<file path="src/design/ipl_pkg.sv">
// Package for the incompatible pair list checker.
// Holds sizes, request codes and the payload and token types. No dependencies.

package ipl_pkg;

    localparam int MAX_PAIRS = 1024;
    localparam int ID_BITS   = 17;
    localparam int CNT_W     = $clog2(MAX_PAIRS + 1);
    localparam int IDX_W     = (MAX_PAIRS > 1) ? $clog2(MAX_PAIRS) : 1;

    localparam logic REQ_LOAD = 1'b0;
    localparam logic REQ_LIST = 1'b1;

    typedef struct packed {
        logic               req_type;
        logic [ID_BITS-1:0] good_id;
        logic [ID_BITS-1:0] partner_id;
        logic               last_in_list;
    } in_req_t;

    typedef struct packed {
        logic list_ok;
        logic table_overflow;
    } result_t;

    // One request as it travels down the cell row.
    typedef struct packed {
        logic               valid;
        logic               kind;
        logic               last;
        logic [ID_BITS-1:0] id;
        logic [ID_BITS-1:0] partner;
        logic [CNT_W-1:0]   count;
        logic               conflict;
        logic               overflow;
    } token_t;

endpackage

</file>
<file path="src/design/ipl_cell.sv">
// One cell of the pair row: one stored pair, its seen marks and a token stage.
// Depends on ipl_pkg.

module ipl_cell (
    input  logic                      aclk,
    input  logic                      aresetn,
    input  logic                      advance,
    input  logic [ipl_pkg::IDX_W-1:0] cell_idx,
    input  ipl_pkg::token_t           tok_in,
    output ipl_pkg::token_t           tok_out
);

    logic [ipl_pkg::ID_BITS-1:0] pair_first_reg;
    logic [ipl_pkg::ID_BITS-1:0] pair_second_reg;
    logic [1:0]                  seen_reg;
    logic [1:0]                  seen_next;
    ipl_pkg::token_t             tok_reg;
    ipl_pkg::token_t             tok_next;
    logic                        live;
    logic                        is_list;
    logic                        wr_en;
    logic                        m_first;
    logic                        m_second;

    always_comb begin
        live     = tok_in.count > ipl_pkg::CNT_W'(cell_idx);
        is_list  = tok_in.valid && (tok_in.kind == ipl_pkg::REQ_LIST);
        wr_en    = tok_in.valid && (tok_in.kind == ipl_pkg::REQ_LOAD)
                   && (tok_in.count == ipl_pkg::CNT_W'(cell_idx));
        m_first  = is_list && live && (pair_first_reg == tok_in.id);
        m_second = is_list && live && (pair_second_reg == tok_in.id);

        // Check against marks left by earlier requests, then mark.
        tok_next          = tok_in;
        tok_next.conflict = tok_in.conflict | (m_first & seen_reg[1])
                            | (m_second & seen_reg[0]);

        seen_next = seen_reg | {m_second, m_first};
        if (wr_en || (is_list && tok_in.last)) begin
            seen_next = 2'b00;
        end
    end

    always_ff @(posedge aclk) begin
        if (!aresetn) begin
            tok_reg  <= '0;
            seen_reg <= 2'b00;
        end else if (advance) begin
            tok_reg  <= tok_next;
            seen_reg <= seen_next;
        end
    end

    always_ff @(posedge aclk) begin
        if (advance && wr_en) begin
            pair_first_reg  <= tok_in.id;
            pair_second_reg <= tok_in.partner;
        end
    end

    assign tok_out = tok_reg;

endmodule

</file>
<file path="config.mk">
export PLATFORM = sky130hd
export DESIGN_NAME = ipl_cell
export DESIGN_NICKNAME = d
export VERILOG_FILES = /design/src/design/ipl_pkg.sv /design/src/design/ipl_cell.sv
export SDC_FILE = /design/constraint.sdc
export NUM_CORES = 1
export LEC_CHECK = 0
export BUFFER_PORTS_ARGS = -buffer_cell sky130_fd_sc_hd__clkbuf_2
export CAP_MARGIN = 20
export CORE_MARGIN = 1
export CORE_UTILIZATION = 51
export DETAILED_ROUTE_END_ITERATION = 6
export PLACE_DENSITY = 0.8
export SYNTH_ARGS = -nofsm -noshare
export SYNTH_HDL_FRONTEND = slang
export SYNTH_SLANG_ARGS = --single-unit
export TNS_END_PERCENT = 100
</file>
<file path="constraint.sdc">
create_clock -name aclk -period 4.7 [get_ports aclk]
set_input_delay 0.705 -clock aclk [delete_from_list [all_inputs] [get_ports aclk]]
set_output_delay 0.705 -clock aclk [all_outputs]
set_load 0.05 [all_outputs]
</file>
# Yosys cells after proc, flatten, opt, wreduce, memory -nomap -nowiden
# Index checks and enable logic that the tools add are counted.
[classes] n_lt_le_gt_ge=1 n_eq_ne=3 mux=1 bitwise=6 reduce_logical=9
[op_table] cell="17-bit == test" n=2
[op_table] cell="11-bit by 10-bit == test with 1-bit output" n=1
[op_table] cell="11-bit by 10-bit > comparator with 1-bit output" n=1
[op_table] cell="1-bit logical AND" n=8
[op_table] cell="1-bit AND" n=2
[op_table] cell="2-bit 2-to-1 mux" n=1
[op_table] cell="1-bit bitwise OR" n=2
[op_table] cell="2-bit bitwise OR" n=1
[op_table] cell="1-bit logical OR" n=1
[op_table] cell="1-bit NOT" n=1
[totals] register_bits=86 inputBits=63 out_inout_bits=50 word_cells=31

# Depth between registers and ports, before layout
[depth] ltp_word=6 mapped_depth=8 ltp_nobuf=8

# Worst setup path before layout
# OpenSTA, ideal clock, no wires.
[synth_path] path_kind="input port to flip-flop" start="input cell_idx[9] (netlist name)" end="register pair_first_reg[0] (netlist name), enable pin" setup_ps=468 t_arrival_ps=3970 required_ps=4232 slack_ps=263 cell_stages=5 n_path_buf=0 path_cell_list="inv_1 -> ha_1 -> nand4b_4 -> or3_1 -> nor3_1"
[synth_via] elab_chain_len=3
[synth_rtl] item="start: declaration" line="ipl_cell.sv:8" rtl="input logic [ipl_pkg::IDX_W-1:0] cell_idx,"
[synth_rtl] item="11-bit by 10-bit == test with 1-bit output" line="ipl_cell.sv:29" rtl="&& (tok_in.count == ipl_pkg::CNT_W'(cell_idx));"
[synth_rtl] item="1-bit logical AND" line="ipl_cell.sv:29"
[synth_rtl] item="1-bit logical AND" line="ipl_cell.sv:55" rtl="if (advance && wr_en) begin"
[synth_rtl] item="end signal: assignment" line="ipl_cell.sv:56" rtl="pair_first_reg <= tok_in.id;"
[synth_rtl] item="end: declaration" line="ipl_cell.sv:13" rtl="logic [ipl_pkg::ID_BITS-1:0] pair_first_reg;"
# Every way passes these cells.
# A chain may end at the register's enable or synchronous reset.

# Worst setup path after layout
[layout_path] start="input cell_idx[8] (netlist name)" end="register pair_first_reg[4] (netlist name), enable pin"
# The elaborated chain is that of the path after synthesis.

==> impl_results.md <==
- Result of the run: finished, final reports clean
- Dominant combinational cell family by area after synthesis: simple AND/OR/NAND/NOR gates
- Remaining design rule violation count: 0
- Post-synthesis share of cell area spent on xor and xnor gates: 8.165%
- Mapped Cells: 292
- Antenna violations before repair: 0
- Most common flop cell mapped by yosys: sky130_fd_sc_hd__dfxtp_1
- Num CTS Buffers: 9
- Number of failing setup endpoints in the final timing report: 0
- Number of input and output port buffers inserted: ~110
- Cell leakage power: between 2 and 2.5 nW
- Initial standard-cell utilization of the core: approximately 53%
- Clock-pin transition on the worst setup and hold timing paths: ~0.080 ns
- Number of endpoints with negative hold slack in the final report: 0
- Final wirelength: a little under 7 mm
- GRT Overall Usage: between 10% and 20%
- Sequential cell area fraction in the yosys report: 56.54%
- Detailed-route vias per instance: 4.911
- Yosys warns: 0
- Die boundary height: 86.57 um
- Num Clock Sinks: 86
- Max Root-Sink Buffers: 2
- DRT Pass-1 Iters: 4
- Number of DRC markers in iteration 0: about 130
- Layout overhead on the synthesized area: 24.56%
- Slack of the worst reg-to-reg path: about 3.0 ns
- Post-CTS repair timing setup buffer count: 0
- Data arrival time of the worst path: about 2.3 ns
- Compound-Gate Fraction of Synth Area: ~2.9%
- Start of the worst register-to-register path: pair_first_reg[12]
- Wire length of the first global-routing pass: approximately 11 mm
- Die ar.: ~7500 um2
- Vias in the first global route: 2,322
- Weighted congestion reported at the end of routability-driven placement: roughly 0.77
- Proportion of total power due to net switching: a little over a quarter
- Number of rows created at floorplan: 30
- Total overflow reported by the global router: 0
- Filler instances: between 500 and 600
- Multiplexer share of the synthesized area: between 10% and 20%
- Post-synthesis sequential element count: between 80 and 90
- Unrepaired setup endpoints after global routing: false
- Number of unique standard cell types used by synthesis: 32
- Largest net degree at the start of global routing: 52
- Worst reg2reg path endpoint: tok_out[1]
- Class of the worst hold path: reg2reg
- Number of nets in the layout: about 480
- Most common cell after layout, fill and taps aside: sky130_fd_sc_hd__clkbuf_2
- Fraction of registers with async set or reset after synthesis: 0%
- Total inserted antenna cells: 0
- DRT antenna net count: 0
- Type of element launching the critical path: primary input
- Detailed-route via count: 2,490
- Hold Path Cell Cnt: 2
- Worst hold start: seen_reg[0]
- Portion of total power attributed to combinational logic: ~15%
- Max-Slew Margin vs Limit: 47.65%
- Clock latency on the worst-skew pair: 0.34 ns
- Cell Pwr Density: around 370 nW/um2
- Post-route setup TNS: 0 ns
- Worst-Margin Slew: 0.7852 ns
- Resized Gates After CTS: 0
- Width of the die: a little under 90 um
- H-tree levels: 3
- Total nets after synthesis: 365
- Type of destination of the critical path: flip-flop
- Wire length per cell: 13.53 um
- Largest register FFs: 50
- Upper clock frequency limit: ~440 MHz
- CTS root buf: sky130_fd_sc_hd__clkbuf_8
- Simple logic cell fraction of the synthesized area: 13.34%
- Mean instance size in the synthesized netlist: between 10 and 15 um2
- Floorplan core area: roughly 6900 um2
- P_int: approximately 1.2 mW
- HPWL after detailed placement: between 5 and 6 mm
- End of the worst hold path: seen_reg[0]
- Commonest cells after routing, fill and taps aside: 111 x sky130_fd_sc_hd__clkbuf_2, 52 x sky130_fd_sc_hd__dfxtp_1, 48 x sky130_fd_sc_hd__mux2i_1, 48 x sky130_fd_sc_hd__nor2b_1, 34 x sky130_fd_sc_hd__edfxtp_1
- Total Power Consumption: 1.664 mW
- Share of total power in sequential cells: between 40% and 50%
- Peak VDD IR: roughly 0.23 mV
- Fin crit period: 2.293 ns
- Worst r2r path cells: 6
- CP required: ~4.7 ns
- Net switching component of the power: roughly 0.43 mW
- Fraction of the cycle the final worst path needs: between 40% and 50%
- TritonCTS clock tree: built
- Synthesized cell area: 3647 um2
- Adder-Cell Fraction of Synth Area: under 10%
- Final setup skew: about 0.0065 ns
- Post-synth EDFFs: 34
- Max Slew Vio Count: 0
- # Max-Cap Violations: 0
- Worst hold margin: 0.4730 ns
- Ports placed on the boundary: 113
- Clock network fraction of total power: a little over a third
- Number of hold buffers added after cts: 0
- Fraction of layout instances using a drive strength above 1: 32.60%
- Worst-path fanout max: 34
- Path type of the worst setup path: in2reg
-- power by group through the flow --
stage | Combinational [mW] | Clock, mW | Sequential (mW)
after floorplan | 0.0865 | 0 | 0.916
after global placement | 0.250 | 0 | 0.827
after detailed placement | 0.255 | 0 | 0.828
after CTS | 0.256 | 0.610 | 0.811
after global routing | 0.272 | 0.646 | 0.814
final | 0.253 | 0.599 | 0.811
-- Yosys cell counts, drive strengths merged, types with 3 or more instances --
library cell	count	area (um2)
nor2	4	15.01
inv	11	41.29
clkbuf	6	22.52
mux2i	48	480.5
buf	5	25.02
nand2	3	11.26
nor3	3	15.01
nor2b	48	300.3
edfxtp	34	1021
ha	10	125.1
a21oi	5	25.02
xnor2	6	52.55
nand3	6	30.03
dfxtp	52	1041
xor2	28	245.2
nor4	7	58.81
-- worst max-delay path: stages --
cell                       delay [ns]
sky130_fd_sc_hd__clkbuf_2        0.07
sky130_fd_sc_hd__inv_1           0.03
sky130_fd_sc_hd__ha_1            0.33
sky130_fd_sc_hd__nand4b_4        0.13
sky130_fd_sc_hd__or3_1           0.44
sky130_fd_sc_hd__nor3_2          0.17
sky130_fd_sc_hd__buf_4           0.40
-- kinds of logic (layout without fill, tap and decap cells) --
family,after synthesis,in the layout
muxes,48,48
adders and majority gates,10,10
xor gates and xnor gates,34,34
AOI/OAI and AO/OA,15,15
and+or+nand+nor,77,77
DFF,86,86
buffers and inverters,22,141
-- how the worst max path moves through the flow --
stage / start / end / slack (ns) / cells past startpoint
global route: cell_idx[8] / pair_second_reg[3] / 2.32 / 7
CTS: cell_idx[8] / pair_first_reg[8] / 2.42 / 7
finish: cell_idx[8] / pair_first_reg[4] / 2.41 / 7
global placement: cell_idx[9] / pair_second_reg[7] / 2.10 / 7
detailed placement: cell_idx[9] / pair_second_reg[11] / 2.06 / 7
floorplan: cell_idx[9] / pair_first_reg[0] / 0.26 / 5
-- per-layer routing --
layer / GRT usage, % / vias to the layer above / share of wire (%)
met5: 0 / - / 0
met1: 27.49 / 1146 / 47
met2: 30.30 / 82 / 46
met3: 3.905 / 15 / 5.3
li1: - / 1247 / -
met4: 9.091 / 0 / 2.3
-- cell type report --
| cell class | instances | area [um2] | share of cell area [%] |
|---|---|---|---|
| clock buffer | 12 | 166.4 | 3.663 |
| clock inverter | 4 | 76.32 | 1.680 |
| inverter | 11 | 41.29 | 0.9088 |
| multi-input combinational | 184 | 1501 | 33.05 |
| sequential | 86 | 2062 | 45.39 |
| tap | 96 | 120.1 | 2.644 |
| timing repair buffer | 114 | 575.6 | 12.67 |
-- stage by stage --
stage	util (%)	worst slack [ns]	instances	instance area, um2
after floorplan	-	0.2627	292	3647
after global placement	62.60	2.096	491	4300
after detailed placement	62.60	2.059	491	4300
after CTS	66.14	2.424	507	4543
after global routing	66.14	2.320	507	4543
final	66.14	2.407	507	4543
Note: power is estimated with default switching activity, not from simulation.
